--- src/hw/rtl/cave_pkg.sv ---
// Shared types and constants for the cave cellular automaton step core.
// No dependencies; imported by every module of the block.
`default_nettype none
package cave_pkg;

    localparam int MAX_COLS_DEF = 62;
    localparam int MAX_ROWS_DEF = 62;

    // configuration register widths and indexes
    localparam int CFG_SIZE_W = 6;
    localparam int CFG_THR_W  = 4;
    localparam int CFG_DATA_W = 6;
    localparam int CFG_IDX_W  = 2;

    localparam logic [CFG_IDX_W-1:0] CFG_GRID_COLS     = 2'd0;
    localparam logic [CFG_IDX_W-1:0] CFG_GRID_ROWS     = 2'd1;
    localparam logic [CFG_IDX_W-1:0] CFG_WALL_KEEP     = 2'd2;
    localparam logic [CFG_IDX_W-1:0] CFG_FLOOR_TO_WALL = 2'd3;

    localparam logic [CFG_SIZE_W-1:0] GRID_COLS_RST     = 6'd32;
    localparam logic [CFG_SIZE_W-1:0] GRID_ROWS_RST     = 6'd16;
    localparam logic [CFG_THR_W-1:0]  WALL_KEEP_RST     = 4'd3;
    localparam logic [CFG_THR_W-1:0]  FLOOR_TO_WALL_RST = 4'd6;
    localparam logic [CFG_SIZE_W-1:0] MIN_SIZE          = 6'd3;

    // op queue between front and back
    localparam int OPQ_DEPTH = 4;
    localparam int OPQ_AW    = $clog2(OPQ_DEPTH);

    // one classified input word: the cell result, plus whether a border
    // wall follows (row end) and whether the last-row flush follows
    typedef struct packed {
        logic next_bit;
        logic border;
        logic flush;
    } t_op;

endpackage
`default_nettype wire

--- src/hw/rtl/cave_cellular_automaton_step_core.sv ---
// One generation of a cave-building cellular automaton over a raster cell
// stream (0 wall, 1 floor). Cells are taken one per cycle; each cell after the
// first row and column yields the result one row and one column behind it, a
// row's last cell yields two (the extra one a border wall), and the grid's
// final cell yields grid_cols + 2, so a grid yields rows*cols result words,
// at one word per cycle from the output register while pop is high. The input
// side is held off by a four-entry op queue when results back up, and after reset
// or after a size change while the line-store read for the new column is
// refetched. Sizes are clamped to 3..MAX_COLS and 3..MAX_ROWS.
// Depends on cave_pkg, cave_front, cave_opq and cave_back.
`default_nettype none
module cave_cellular_automaton_step_core
    import cave_pkg::*;
#(
    parameter int MAX_COLS = MAX_COLS_DEF,
    parameter int MAX_ROWS = MAX_ROWS_DEF
) (
    input  wire logic                  i_clk,
    input  wire logic                  i_rst_n,
    input  wire logic                  i_cfg_we,
    input  wire logic [CFG_IDX_W-1:0]  i_cfg_idx,
    input  wire logic [CFG_DATA_W-1:0] i_cfg_data,
    input  wire logic                  push,
    output logic                       full,
    input  wire logic                  i_cell_in,
    output logic                       empty,
    input  wire logic                  pop,
    output logic                       o_cell_out,
    output logic                       o_last_of_run,
    output logic                       o_last_of_grid
);

    localparam logic [CFG_SIZE_W-1:0] MAXC = CFG_SIZE_W'(MAX_COLS);
    localparam logic [CFG_SIZE_W-1:0] MAXR = CFG_SIZE_W'(MAX_ROWS);

    logic [CFG_SIZE_W-1:0] r_grid_cols;
    logic [CFG_SIZE_W-1:0] r_grid_rows;
    logic [CFG_THR_W-1:0]  r_wall_keep_min;
    logic [CFG_THR_W-1:0]  r_floor_to_wall_min;

    logic [CFG_SIZE_W-1:0] cols;
    logic [CFG_SIZE_W-1:0] rows;

    logic op_push;
    t_op  op_in;
    logic op_full;
    logic op_pop;
    t_op  op_head;
    logic op_empty;

    always_ff @(posedge i_clk) begin
        if (!i_rst_n) begin
            r_grid_cols         <= GRID_COLS_RST;
            r_grid_rows         <= GRID_ROWS_RST;
            r_wall_keep_min     <= WALL_KEEP_RST;
            r_floor_to_wall_min <= FLOOR_TO_WALL_RST;
        end else if (i_cfg_we) begin
            case (i_cfg_idx)
                CFG_GRID_COLS:     r_grid_cols         <= i_cfg_data;
                CFG_GRID_ROWS:     r_grid_rows         <= i_cfg_data;
                CFG_WALL_KEEP:     r_wall_keep_min     <= i_cfg_data[CFG_THR_W-1:0];
                CFG_FLOOR_TO_WALL: r_floor_to_wall_min <= i_cfg_data[CFG_THR_W-1:0];
                default: ;
            endcase
        end
    end

    always_comb begin
        if (r_grid_cols < MIN_SIZE)  cols = MIN_SIZE;
        else if (r_grid_cols > MAXC) cols = MAXC;
        else                         cols = r_grid_cols;
        if (r_grid_rows < MIN_SIZE)  rows = MIN_SIZE;
        else if (r_grid_rows > MAXR) rows = MAXR;
        else                         rows = r_grid_rows;
    end

    cave_front #(
        .MAX_COLS (MAX_COLS),
        .MAX_ROWS (MAX_ROWS)
    ) u_front (
        .i_clk               (i_clk),
        .i_rst_n             (i_rst_n),
        .i_cols              (cols),
        .i_rows              (rows),
        .i_wall_keep_min     (r_wall_keep_min),
        .i_floor_to_wall_min (r_floor_to_wall_min),
        .i_push              (push),
        .i_cell_in           (i_cell_in),
        .o_full              (full),
        .o_op_push           (op_push),
        .o_op                (op_in),
        .i_op_full           (op_full)
    );

    cave_opq u_opq (
        .i_clk   (i_clk),
        .i_rst_n (i_rst_n),
        .i_push  (op_push),
        .i_op    (op_in),
        .o_full  (op_full),
        .i_pop   (op_pop),
        .o_op    (op_head),
        .o_empty (op_empty)
    );

    cave_back u_back (
        .i_clk          (i_clk),
        .i_rst_n        (i_rst_n),
        .i_cols         (cols),
        .i_op           (op_head),
        .i_op_empty     (op_empty),
        .o_op_pop       (op_pop),
        .o_empty        (empty),
        .i_pop          (pop),
        .o_cell_out     (o_cell_out),
        .o_last_of_run  (o_last_of_run),
        .o_last_of_grid (o_last_of_grid)
    );

endmodule
`default_nettype wire

--- src/hw/rtl/cave_front.sv ---
// Front end: position tracking, line stores, 3x3 window and the cell rule.
// Classifies each accepted word outside the first row and column into a t_op. Depends on cave_pkg.
`default_nettype none
module cave_front
    import cave_pkg::*;
#(
    parameter int MAX_COLS = MAX_COLS_DEF,
    parameter int MAX_ROWS = MAX_ROWS_DEF
) (
    input  wire logic                  i_clk,
    input  wire logic                  i_rst_n,
    input  wire logic [CFG_SIZE_W-1:0] i_cols,
    input  wire logic [CFG_SIZE_W-1:0] i_rows,
    input  wire logic [CFG_THR_W-1:0]  i_wall_keep_min,
    input  wire logic [CFG_THR_W-1:0]  i_floor_to_wall_min,
    input  wire logic                  i_push,
    input  wire logic                  i_cell_in,
    output logic                       o_full,
    output logic                       o_op_push,
    output t_op                        o_op,
    input  wire logic                  i_op_full
);

    localparam int AW = $clog2(MAX_COLS);
    localparam int RW = $clog2(MAX_ROWS);

    logic [AW-1:0] r_col;
    logic [RW-1:0] r_row;
    logic [8:0]    r_window;

    // line store: bit 1 middle row, bit 0 upper row
    logic [1:0]    mem [MAX_COLS];
    logic [1:0]    r_rd;
    logic [AW-1:0] r_rd_addr;
    logic          r_rd_valid;

    logic                  restart;
    logic [AW-1:0]         c;
    logic [RW-1:0]         r;
    logic [CFG_SIZE_W-1:0] c_ext;
    logic [CFG_SIZE_W-1:0] r_ext;
    logic                  last_col;
    logic                  last_row;
    logic                  rd_ok;
    logic                  accept;
    logic [2:0]            col_bits;
    logic [8:0]            n_window;
    logic [3:0]            walls;
    logic                  rule_cell;
    logic [AW-1:0]         n_col;
    logic [RW-1:0]         n_row;
    logic [AW-1:0]         rd_addr;

    always_comb begin
        restart  = ((CFG_SIZE_W'(r_col)) >= i_cols) || ((CFG_SIZE_W'(r_row)) >= i_rows);
        c        = restart ? '0 : r_col;
        r        = restart ? '0 : r_row;
        c_ext    = CFG_SIZE_W'(c);
        r_ext    = CFG_SIZE_W'(r);
        last_col = (c_ext == i_cols - 1'b1);
        last_row = (r_ext == i_rows - 1'b1);
    end

    // read data is only good when it was fetched for the current column
    assign rd_ok  = r_rd_valid && (r_rd_addr == c);
    assign o_full = !rd_ok || i_op_full;
    assign accept = i_push && !o_full;

    always_comb begin
        col_bits = {i_cell_in, r_rd[1], r_rd[0]};
        n_window = {col_bits, r_window[8:3]};
        walls    = '0;
        for (int i = 0; i < 9; i++) begin
            if (i != 4 && !n_window[i]) walls = walls + 4'd1;
        end
        if (!n_window[4]) rule_cell = !(walls >= i_wall_keep_min);
        else              rule_cell = !(walls >= i_floor_to_wall_min);
    end

    always_comb begin
        n_col   = last_col ? '0 : c + 1'b1;
        n_row   = last_col ? (last_row ? '0 : r + 1'b1) : r;
        rd_addr = accept ? n_col : c;
    end

    always_comb begin
        o_op_push       = accept && (c != '0) && (r != '0);
        o_op.next_bit   = (r_ext >= 6'd2 && c_ext >= 6'd2) ? rule_cell : 1'b0;
        o_op.border     = last_col;
        o_op.flush      = last_col && last_row;
    end

    always_ff @(posedge i_clk) begin
        if (!i_rst_n) begin
            r_col      <= '0;
            r_row      <= '0;
            r_window   <= '0;
            r_rd_valid <= 1'b0;
            r_rd_addr  <= '0;
        end else begin
            r_rd_valid <= 1'b1;
            r_rd_addr  <= rd_addr;
            if (accept) begin
                r_col    <= n_col;
                r_row    <= n_row;
                r_window <= n_window;
            end
        end
    end

    // write and fetch never hit the same column in one cycle
    always_ff @(posedge i_clk) begin
        if (accept) mem[c] <= {i_cell_in, r_rd[1]};
        r_rd <= mem[rd_addr];
    end

endmodule
`default_nettype wire

--- src/hw/rtl/cave_opq.sv ---
// Short queue of classified words between front and back end.
// Depends on cave_pkg (t_op, OPQ_DEPTH).
`default_nettype none
module cave_opq
    import cave_pkg::*;
(
    input  wire logic i_clk,
    input  wire logic i_rst_n,
    input  wire logic i_push,
    input  wire t_op  i_op,
    output logic      o_full,
    input  wire logic i_pop,
    output t_op       o_op,
    output logic      o_empty
);

    t_op              mem [OPQ_DEPTH];
    logic [OPQ_AW-1:0] r_wr_ptr;
    logic [OPQ_AW-1:0] r_rd_ptr;
    logic [OPQ_AW:0]   r_count;
    logic              do_push;
    logic              do_pop;

    assign o_full  = (r_count == (OPQ_AW+1)'(OPQ_DEPTH));
    assign o_empty = (r_count == '0);
    assign o_op    = mem[r_rd_ptr];
    assign do_push = i_push && !o_full;
    assign do_pop  = i_pop && !o_empty;

    always_ff @(posedge i_clk) begin
        if (!i_rst_n) begin
            r_wr_ptr <= '0;
            r_rd_ptr <= '0;
            r_count  <= '0;
        end else begin
            if (do_push) r_wr_ptr <= r_wr_ptr + 1'b1;
            if (do_pop)  r_rd_ptr <= r_rd_ptr + 1'b1;
            if (do_push && !do_pop)      r_count <= r_count + 1'b1;
            else if (do_pop && !do_push) r_count <= r_count - 1'b1;
        end
    end

    always_ff @(posedge i_clk) begin
        if (do_push) mem[r_wr_ptr] <= i_op;
    end

endmodule
`default_nettype wire

--- src/hw/rtl/cave_back.sv ---
// Back end: expands each t_op into its result words and holds the output
// register. Depends on cave_pkg.
`default_nettype none
module cave_back
    import cave_pkg::*;
(
    input  wire logic                  i_clk,
    input  wire logic                  i_rst_n,
    input  wire logic [CFG_SIZE_W-1:0] i_cols,
    input  wire t_op                   i_op,
    input  wire logic                  i_op_empty,
    output logic                       o_op_pop,
    output logic                       o_empty,
    input  wire logic                  i_pop,
    output logic                       o_cell_out,
    output logic                       o_last_of_run,
    output logic                       o_last_of_grid
);

    localparam logic [1:0] S_CELL   = 2'd0;
    localparam logic [1:0] S_BORDER = 2'd1;
    localparam logic [1:0] S_FLUSH  = 2'd2;

    logic                  r_cur_valid;
    t_op                   r_cur;
    logic [1:0]            r_stage;
    logic [CFG_SIZE_W-1:0] r_k;
    logic                  r_out_valid;
    logic                  r_cell;
    logic                  r_last_run;
    logic                  r_last_grid;

    logic out_free;
    logic emit;
    logic k_last;
    logic n_cell;
    logic n_last_run;
    logic n_last_grid;
    logic load;

    assign out_free = !r_out_valid || i_pop;
    assign emit     = r_cur_valid && out_free;
    assign k_last   = (r_k == i_cols - 1'b1);

    always_comb begin
        n_cell      = 1'b0;
        n_last_grid = 1'b0;
        case (r_stage)
            S_CELL: begin
                n_cell     = r_cur.next_bit;
                n_last_run = !r_cur.border;
            end
            S_BORDER: begin
                n_last_run = !r_cur.flush;
            end
            S_FLUSH: begin
                n_last_run  = k_last;
                n_last_grid = k_last;
            end
            default: begin
                n_last_run = 1'b1;
            end
        endcase
    end

    assign load     = !r_cur_valid || (emit && n_last_run);
    assign o_op_pop = load && !i_op_empty;

    always_ff @(posedge i_clk) begin
        if (!i_rst_n) begin
            r_cur_valid <= 1'b0;
            r_stage     <= S_CELL;
            r_k         <= '0;
            r_out_valid <= 1'b0;
        end else begin
            if (load) begin
                r_cur_valid <= !i_op_empty;
                r_stage     <= S_CELL;
            end else if (emit) begin
                case (r_stage)
                    S_CELL:   r_stage <= S_BORDER;
                    S_BORDER: begin
                        r_stage <= S_FLUSH;
                        r_k     <= '0;
                    end
                    default:  r_k <= r_k + 1'b1;
                endcase
            end
            if (emit)       r_out_valid <= 1'b1;
            else if (i_pop) r_out_valid <= 1'b0;
        end
    end

    always_ff @(posedge i_clk) begin
        if (o_op_pop) r_cur <= i_op;
        if (emit) begin
            r_cell      <= n_cell;
            r_last_run  <= n_last_run;
            r_last_grid <= n_last_grid;
        end
    end

    assign o_empty        = !r_out_valid;
    assign o_cell_out     = r_cell;
    assign o_last_of_run  = r_last_run;
    assign o_last_of_grid = r_last_grid;

endmodule
`default_nettype wire

--- config.mk ---
export PLATFORM = sky130hd
export DESIGN_NAME = cave_cellular_automaton_step_core
export DESIGN_NICKNAME = d
export VERILOG_FILES = /design/src/hw/rtl/cave_pkg.sv /design/src/hw/rtl/cave_cellular_automaton_step_core.sv /design/src/hw/rtl/cave_front.sv /design/src/hw/rtl/cave_opq.sv /design/src/hw/rtl/cave_back.sv
export SDC_FILE = /design/constraint.sdc
export NUM_CORES = 1
export LEC_CHECK = 0
export BUFFER_PORTS_ARGS = -buffer_cell sky130_fd_sc_hd__clkbuf_2
export CAP_MARGIN = 20
export CORE_ASPECT_RATIO = 1.2
export CORE_MARGIN = 4
export CORE_UTILIZATION = 55
export DETAILED_ROUTE_END_ITERATION = 8
export PLACE_DENSITY = 0.74
export SLEW_MARGIN = 5
export SYNTH_ARGS = -nofsm -noshare
export SYNTH_HDL_FRONTEND = slang
export SYNTH_HIERARCHICAL = 1
export SYNTH_SLANG_ARGS = --single-unit
--- constraint.sdc ---
create_clock -name i_clk -period 5.89 [get_ports i_clk]
set_clock_uncertainty 0.2 [all_clocks]
set_input_delay 0.8835 -clock i_clk [delete_from_list [all_inputs] [get_ports i_clk]]
set_output_delay 0.8835 -clock i_clk [all_outputs]
set_load 0.005 [all_outputs]
**Word-level counts from Yosys, hierarchy flattened**

Memory sizes are Yosys's and may differ from the RTL's. A register that Yosys moved wholly into a read port is not among the register bits.
Index checks and enable logic that the tools add are counted.

- Register bits after elaboration: 68
- Output and inout port bits: 5
- Bits in writable memories: 136
- Memories kept: 2

Memory list:

| memory | depth | bits a word | read ports | clocked after Yosys merged registers in | write ports | line | source |
|---|---|---|---|---|---|---|---|
| u_front.mem | 62 | 2 | 1 | 1 | 1 | cave_front.sv:32 | `logic [1:0] mem [MAX_COLS];` |
| u_opq.mem | 4 | 3 | 1 | 1 | 1 | cave_opq.sv:17 | `t_op mem [OPQ_DEPTH];` |

- Bitwise operators: 3
- Add/sub/neg operators: 16
- Magnitude comparators: 10
- Eq/ne operators: 10
- Reductions and logical operators: 44
- Multiplexer cells: 32

Operator list:

| cell | count |
|---|---|
| $mux W6 | 10 |
| $add A4 B1 Y4 const B | 7 |
| $mux W4 | 7 |
| $eq A6 B6 Y1 | 4 |
| $add A6 B1 Y6 const B | 3 |
| $logic_and A1 B1 Y1 | 13 |
| $ge A6 B2 Y1 const B | 2 |
| $ge A6 B6 Y1 | 2 |
| $gt A6 B6 Y1 const B | 2 |
| $logic_not A1 Y1 | 12 |
| $lt A6 B2 Y1 const B | 2 |
| $pmux W6 S2 | 1 |
| $reduce_bool A6 Y1 | 2 |
| $sub A6 B1 Y6 const B | 2 |
| $mux W1 | 10 |
| $reduce_and A2 Y1 | 5 |
| $ge A4 B4 Y1 | 2 |
| $eq A2 B2 Y1 const B | 3 |
| $mux W3 | 2 |
| $reduce_bool A2 Y1 | 3 |
| $add A2 B1 Y2 const B | 2 |
| $eq A2 B1 Y1 const B | 2 |
| $logic_not A2 Y1 | 2 |
| $logic_or A1 B1 Y1 | 4 |
| 9 further kinds | 11 |

**Longest topological paths before layout**

Gate-level depths: netlist of the first run.

- Depth in word-level cells: 19
- Gate-level depth with buffers: 23
- Gate-level depth less buffers: 23

**Cells and area by module**

The synthesis of the first run kept the hierarchy.

By module, submodules not included:

| module | times used | cells each | seq. area each (µm²) | area an instance (µm²) |
|---|---|---|---|---|
| cave_front | 1 | 826 | 4264.1 | 8559.5 |
| cave_back | 1 | 99 | 380.4 | 920.9 |
| cave_opq | 1 | 63 | 540.5 | 917.1 |
| cave_cellular_automaton_step_core | 1 | 97 | 400.4 | 905.9 |

**Worst setup path before layout of the first run**

No wires, ideal clock.

- Path kind: register to register
- From: register r_grid_cols[2]
- To: register u_opq.r_count[2]
- Stages on the path, launching flop included: 23
- Path slack: 438 ps
- Arrival time: 5182 ps
- Buffers on the path: 5
- Cells stage by stage: dfxtp_1 > nor4_1 > a211o_1 > ha_1 > nand2b_1 > a21oi_1 > o21ba_2 > clkbuf_1 > nand2_1 > a222oi_1 > and3_1 > buf_2 > buf_1 > clkbuf_1 > o311a_1 > nor2b_1 > buf_6 > ha_1 > inv_1 > fa_1 > xor2_1 > or3_1 > a21boi_1

- Word-level cells in the longest chain between the ends: 18

Ends and longest elaborated chain:

| item | line | source |
|---|---|---|
| start: declaration | cave_cellular_automaton_step_core.sv:36 | `logic [CFG_SIZE_W-1:0] r_grid_cols;` |
| start signal: assignment | cave_cellular_automaton_step_core.sv:59 | `CFG_GRID_COLS: r_grid_cols <= i_cfg_data;` |
| $gt A6 B6 Y1 | cave_cellular_automaton_step_core.sv:70 | `else if (r_grid_cols > MAXC) cols = MAXC;` |
| $mux W6 | cave_cellular_automaton_step_core.sv:70 |  |
| $mux W6 * | cave_cellular_automaton_step_core.sv:69 | `if (r_grid_cols < MIN_SIZE) cols = MIN_SIZE;` |
| net cols[0] | cave_cellular_automaton_step_core.sv:41 | `logic [CFG_SIZE_W-1:0] cols;` |
| $ge A6 B6 Y1 * | cave_front.sv:55 | `restart = ((CFG_SIZE_W'(r_col)) >= i_cols) \|\| ((CFG_SIZE_W'(r_row)) >= i_rows);` |
| $logic_or A1 B1 Y1 * | cave_front.sv:55 |  |
| $mux W6 | cave_front.sv:56 | `c = restart ? '0 : r_col;` |
| $eq A6 B6 Y1 | cave_front.sv:65 | `assign rd_ok = r_rd_valid && (r_rd_addr == c);` |
| [5 not listed] | n/a |  |
| $logic_and A1 B1 Y1 | cave_front.sv:87 | `o_op_push = accept && (c != '0) && (r != '0);` |
| $logic_and A1 B1 Y1 * | cave_front.sv:87 |  |
| net op_push | cave_cellular_automaton_step_core.sv:44 | `logic op_push;` |
| $logic_and A1 B1 Y1 * | cave_opq.sv:27 | `assign do_push = i_push && !o_full;` |
| net u_opq.do_push | cave_opq.sv:21 | `logic do_push;` |
| $logic_not A1 Y1 | cave_opq.sv:39 | `else if (do_pop && !do_push) r_count <= r_count - 1'b1;` |
| $logic_and A1 B1 Y1 | cave_opq.sv:39 |  |
| $reduce_bool A2 Y1 (no line) | n/a |  |
| end signal: assignment | cave_opq.sv:38 | `if (do_push && !do_pop) r_count <= r_count + 1'b1;` |
| end signal: assignment | cave_opq.sv:39 |  |
| end: declaration | cave_opq.sv:20 | `logic [OPQ_AW:0] r_count;` |

The timed path passes the listed nets; every way through them passes the cells marked *.
A chain may end at the register's enable or synchronous reset.

==> results of run 1 <==
final timing paths:
path	to	slack [ns]	cells past startpoint
worst max-delay path	u_front/r_rd[1]	0.47	15
worst min-delay path	r_wall_keep_min[2]	0.26	2
worst max register to register	u_front/r_rd[1]	0.47	15
worst min register to register	r_wall_keep_min[2]	0.26	2
worst max-delay path, delay by kind of cell (launching register included):
kind / cells / cell delay [ns]
compound gates: 9 / 2.35
simple gates: 4 / 1.48
buf+inv: 2 / 0.66
flops: 1 / 0.60
cell usage after synthesis, types with 33 or more instances:
master | instances | area (µm²)
edfxtp_1 | 142 | 4260
nand2_1 | 110 | 413
nor2_1 | 110 | 413
dfxtp_1 | 66 | 1320
mux2i_1 | 64 | 641
clkbuf_1 | 50 | 188
inv_1 | 46 | 173
ha_1 | 43 | 538
a21oi_1 | 36 | 180
nor3_1 | 36 | 180
xnor2_1 | 35 | 307
nand3_1 | 33 | 165
per-layer routing:
| layer | up-vias | part of all wire |
|---|---|---|
| met1 | 3930 | 0.41 |
| met5 | - | 0 |
| met3 | 66 | 0.062 |
| met4 | 0 | 0.035 |
| li1 | 3960 | - |
| met2 | 228 | 0.50 |
report_power, final:
| group | total, mW | leakage [nW] | switching [mW] | internal, mW |
|---|---|---|---|---|
| sequential | 1.63 | 1.81 | 0.0252 | 1.60 |
| combinational | 0.690 | 2.35 | 0.395 | 0.295 |
| clock | 1.45 | 0.377 | 0.562 | 0.887 |
| total | 3.77 | 4.54 | 0.981 | 2.78 |
cells by family (layout without fill, tap and decap cells):
| kind of cell | Yosys count | after routing | synth area share |
|---|---|---|---|
| xor+xnor | 41 | 41 | 0.0318 |
| fa+ha+maj | 44 | 44 | 0.0494 |
| mux | 88 | 88 | 0.0905 |
| flops | 208 | 208 | 0.494 |
| buf+inv | 114 | 130 | 0.0431 |
| simple gates | 413 | 413 | 0.181 |
| compound gates | 177 | 177 | 0.110 |
metrics by stage:
| stage | instance area [µm²] | utilization | hold slack, ns |
|---|---|---|---|
| CTS | 12400 | 0.613 | 0.261 |
| global route | 12400 | 0.613 | 0.298 |
| finish | 12400 | 0.613 | 0.262 |
| detailed placement | 11600 | 0.575 | 0.252 |
| floorplan | 11300 | - | 0.235 |
| global placement | 11600 | 0.575 | 0.247 |
what timing repair did:
action | in CTS | in global routing
setup buffers | 0 | 0
gates resized for setup | 0 | 2
endpoints found under the setup margin | 0 | 6
endpoints found under the hold margin | 0 | 0
cell type report:
cell class	instances	area share
Sequential cell	208	0.450
Multi-Input combinational cell	763	0.423
Clock buffer	28	0.0504
Tap cell	265	0.0267
Timing Repair Buffer	44	0.0250
Inverter	46	0.0139
Clock inverter	12	0.0118
==> flow_summary_export.csv, run 1 <==
group,metric,value,unit
global_routing,grt_pass1_vias,8023,
floorplanning,start_util,0.558,
cells_and_area,regMostFlops,"u_front/mem",
worst_setup_path,worstSetupPathType,"reg2reg",
worst_setup_path,cp_cell_sequence,"nor4_1 > or2_2 > or4_1 > a211o_1 > a31oi_1 > o211ai_1 > a222oi_1 > buf_4 > o2111ai_1 > a22oi_2 > buf_4 > o22a_1 > o41ai_1 > nor4bb_1 > a211oi_2",
sta,finalSetupTns,0,ns
global_routing,grt_usage,0.218,
cells_and_area,num_antenna_cells,0,
yosys,ys.warnings.count,6,
yosys,synth_edf_count,142,
floorplanning,die_h,165,µm
cells_and_area,drive_gt1_frac,0.120,
floorplanning,die-area,0.0229,mm²
worst_setup_path,cp_data_arrival_time,5.60,ns
worst_setup_path,crit_slowest_cell,"a22oi_2",
sta,layout_setup_ws,0.466,ns
clock_tree,cts_hold_buf,0,
cells_and_area,syn_to_final_growth,9.92,%
cells_and_area,reg_top3,"u_front/mem x124, u_opq/mem x12",
drt,drtIter0Drc,646,
placement,gp_congestion,0.941,
drt,drtPass1Iterations,5,
clock_tree,clock_tree.buffer_depth,3,
drt,wire_per_inst,18.2,µm
worst_setup_path,start_kind,"flop",
yosys,synthFlopType,"edfxtp_1",
sta,fin_crit_sh,0.921,
sta,max_freq,184,MHz
worst_setup_path,critical_path.max_stage_delay,0.61,ns
power,vdd_drop_max,315,µV
floorplanning,die-width,139,µm
clock_tree,cts_tree,"yes",
worst_setup_path,crit_fanout,28,
cells_and_area,largest_reg_flops,124,
clock_tree,clock_latency,0.51,ns
yosys,synth_nets,1143,
cells_and_area,mostFrequentLayoutCells,"edfxtp_1, nand2_1, nor2_1, dfxtp_1, mux2i_1",
flow_run,drv_cap,0,
sta,finalSetupViolCount,0,
min_path,worstHoldStart,"r_wall_keep_min[2]",
floorplanning,core_area,0.0203,mm²
floorplanning,ioPinCount,19,
worst_setup_path,critPathMostFrequentCell,"buf_4",
global_routing,grtUsageMet1,0.265,
clock_tree,clk_pin_slew,0.06,ns
sta,fin_crit,5.42,ns
sta,slew_headroom,0.369,
global_routing,gr-usage-met3,0.0391,
global_routing,grt_pass1_wl,40800,µm
global_routing,antenna_found_initial,0,
drt,ant_nets,0,
clock_tree,htree_levels,1,
min_path,hold_class,"reg2reg",
floorplanning,placement_rows,57,
global_routing,grt_max_degree,68,
power,pwr_density_cell,303,mW/mm²
drt,drt-total-wl,24900,µm
placement,place_inst,1326,
sta,rsz0062_at_grt,"false",
global_routing,grt-busiest-layer,"met2",
yosys,yosysUniqueCellTypes,86,
worst_setup_path,required,6.07,ns
placement,dpl.hpwl,17100,µm
clock_tree,clockRootBuffer,"clkbuf_16",
cells_and_area,fin_cells,1366,
clock_tree,cts_buffers,22,
cells_and_area,finalNetCount,1143,
clock_tree,cts_num_sinks,208,
worst_setup_path,endpoint_kind,"flop",
sta,tightest_slew,0.941,ns
cells_and_area,final-seq-area,0.00559,mm²
placement,pre_cts_slack,0.333,ns
yosys,synth.avg_cell_area,10.4,µm²
sta,slew_violations,0,
yosys,yosysSeqAreaShare,0.494,
drt,drc,0,
drt,vias_per_cell,5.99,
global_routing,use_met2,0.391,
power,p_leak,4.54,nW
cells_and_area,final_common_cell,"edfxtp_1",
cells_and_area,fillCellCount,1675,
worst_setup_path,r2r-start,"r_grid_cols[2]",
placement,portBuffers,18,
drt,routed-via-count,8184,
yosys,syn_area,0.0113,mm²
yosys,synth_seq_cells,208,
cells_and_area,multi_input_area,0.00525,mm²
global_routing,grt_overflow_total,0,
sta,hold_viol_final,0,
yosys,synthCells,1085,
power,power,3.77,mW
worst_setup_path,crit_path_start,"r_grid_cols[2]",
outcome,outcome,"completed",
yosys,synthArstFlopShare,0,
Note: power is estimated with default switching activity, not from simulation.
==> inputs of run 2 (changes only) <==
CAP_MARGIN = default   (was 20)
PLACE_DENSITY = 0.85   (was 0.74)
==> run 2 against run 1 <==
Utilization rose by 0.22 points. Critical path type unchanged. Critical path depth rose by 5. Fmax fell by 0.84%. Sequential power barely moved. Routed wire length rose by 3.2%.
==> flow_summary_export.csv, run 2 (synthesis gave the netlist of run 1 again) <==
group,metric,value,unit
outcome,outcome,"completed",
cells_and_area,finalNetCount,1143,
min_path,hold_class,"reg2reg",
global_routing,grt_usage,0.222,
power,switching_power,0.990,mW
global_routing,grt_pass1_wl,41800,µm
floorplanning,placement_rows,57,
cells_and_area,drive_gt1_frac,0.122,
drt,met3_length,1860,µm
cells_and_area,reg_top3,"u_front/mem x124, u_opq/mem x12",
floorplanning,die-area,0.0229,mm²
cells_and_area,num_antenna_cells,0,
clock_tree,htree_levels,1,
global_routing,grt_pass1_vias,8418,
placement,gp_congestion,0.915,
flow_run,drv_cap,0,
worst_setup_path,endpoint_kind,"flop",
clock_tree,clock_latency,0.51,ns
placement,pre_cts_slack,0.457,ns
cells_and_area,syn_to_final_growth,10.3,%
worst_setup_path,cp_data_arrival_time,5.50,ns
clock_tree,cts_setup_buffers,0,
sta,finalSetupTns,0,ns
worst_setup_path,start_kind,"flop",
drt,drtIter0Drc,728,
sta,layout_setup_ws,0.420,ns
clock_tree,cts_tree,"yes",
placement,dpl.hpwl,17600,µm
floorplanning,die-width,139,µm
drt,wire_per_inst,18.8,µm
power,power,3.86,mW
clock_tree,postCtsResizedCells,0,
drt,routed-wl-met2,13000,µm
clock_tree,clockRootBuffer,"clkbuf_16",
cells_and_area,final_util,0.616,
floorplanning,ioPinCount,19,
power,comb_power_share,0.179,
drt,drt-total-wl,25700,µm
sta,max_freq,183,MHz
global_routing,antenna_found_initial,1,
sta,tightest_slew,0.930,ns
sta,hold_viol_final,0,
power,pwr_density_cell,310,mW/mm²
power,p_int,2.87,mW
drt,ant_nets,0,
cells_and_area,final_common_cell,"edfxtp_1",
sta,rsz0062_at_grt,"false",
clock_tree,cts_buffers,22,
power,pwr-share-seq,0.421,
worst_setup_path,required,5.92,ns
clock_tree,clk_pin_slew,0.06,ns
sta,finalSetupViolCount,0,
power,pwr-share-clk,0.400,
global_routing,grt_overflow_total,0,
drt,drc,0,
power,p_sw_frac,0.257,
floorplanning,start_util,0.558,
sta,fin_crit_sh,0.929,
cells_and_area,mostFrequentLayoutCells,"edfxtp_1, nand2_1, nor2_1, dfxtp_1, mux2i_1",
sta,slew_violations,0,
power,p_leak,4.56,nW
cells_and_area,regMostFlops,"u_front/mem",
clock_tree,cts_hold_buf,0,
drt,wl_met1,9860,µm
clock_tree,cts_num_sinks,208,
worst_setup_path,crit_fanout,4,
drt,routed-via-count,8383,
clock_tree,clock_tree.buffer_depth,3,
global_routing,grt_max_degree,65,
sta,fin_crit,5.47,ns
drt,highest_layer,"met5",
placement,portBuffers,18,
floorplanning,die_h,165,µm
sta,slew_headroom,0.376,
power,vdd_drop_max,304,µV
cells_and_area,largest_reg_flops,124,
drt,drtPass1Iterations,6,
worst_setup_path,worstSetupPathType,"reg2reg",
drt,vias_per_cell,6.14,
floorplanning,core_area,0.0203,mm²
-- run 2: per-layer routing --
layer  up-vias  global-route usage
li1       3959                   -
met3        88              0.0408
met1      3972               0.260
met4         2              0.0885
met2       362               0.406
met5         -                   0
-- run 2: layout make-up --
cell class                 instances  area (µm²)
sequential                       208        5590
inverter                          46         173
fill                            1575        7790
clock buffer                      27         622
tap                              265         332
clock inverter                    13         209
timing repair buffer              44         298
multi-input combinational        763        5250
-- run 2: metrics by stage --
step / instances / hold slack, ns / cell area (µm²)
floorplan: 1085 / 0.235 / 11300
global placement: 1326 / 0.243 / 11600
detailed placement: 1326 / 0.256 / 11600
CTS: 1366 / 0.270 / 12500
global route: 1366 / 0.302 / 12500
finish: 1366 / 0.266 / 12500
-- run 2: final timing paths --
check                           start            endpoint  cells past startpoint  slack [ns]
hold / removal     r_wall_keep_min[3]  r_wall_keep_min[3]                      2        0.27
hold reg to reg    r_wall_keep_min[3]  r_wall_keep_min[3]                      2        0.27
setup / recovery  u_front/r_window[3]     u_opq/mem[1][2]                     20        0.42
setup reg to reg  u_front/r_window[3]     u_opq/mem[1][2]                     20        0.42
-- run 2: worst max-delay path: stages (launching register included) --
cell,delay (ns)
dfxtp_1,0.37
inv_1,0.08
ha_1,0.32
xnor2_1,0.31
xor2_1,0.41
inv_1,0.17
ha_1,0.32
xnor2_1,0.15
nor3_1,0.06
a31oi_1,0.13
o21ai_0,0.15
ha_1,0.32
mux2_2,0.28
ha_1,0.29
mux2_2,0.29
ha_1,0.28
a21o_1,0.16
a21o_1,0.17
a21oi_1,0.14
a22oi_1,0.12
nor3_1,0.48
-- run 2: power groups by stage --
| stage | registers [mW] | clock network, mW | logic (mW) |
|---|---|---|---|
| after CTS | 1.62 | 1.56 | 0.688 |
| final | 1.62 | 1.54 | 0.692 |
| after global routing | 1.63 | 1.63 | 0.767 |
| after global placement | 1.65 | 0 | 0.650 |
| after floorplan | 1.66 | 0 | 0.504 |
| after detailed placement | 1.65 | 0 | 0.681 |
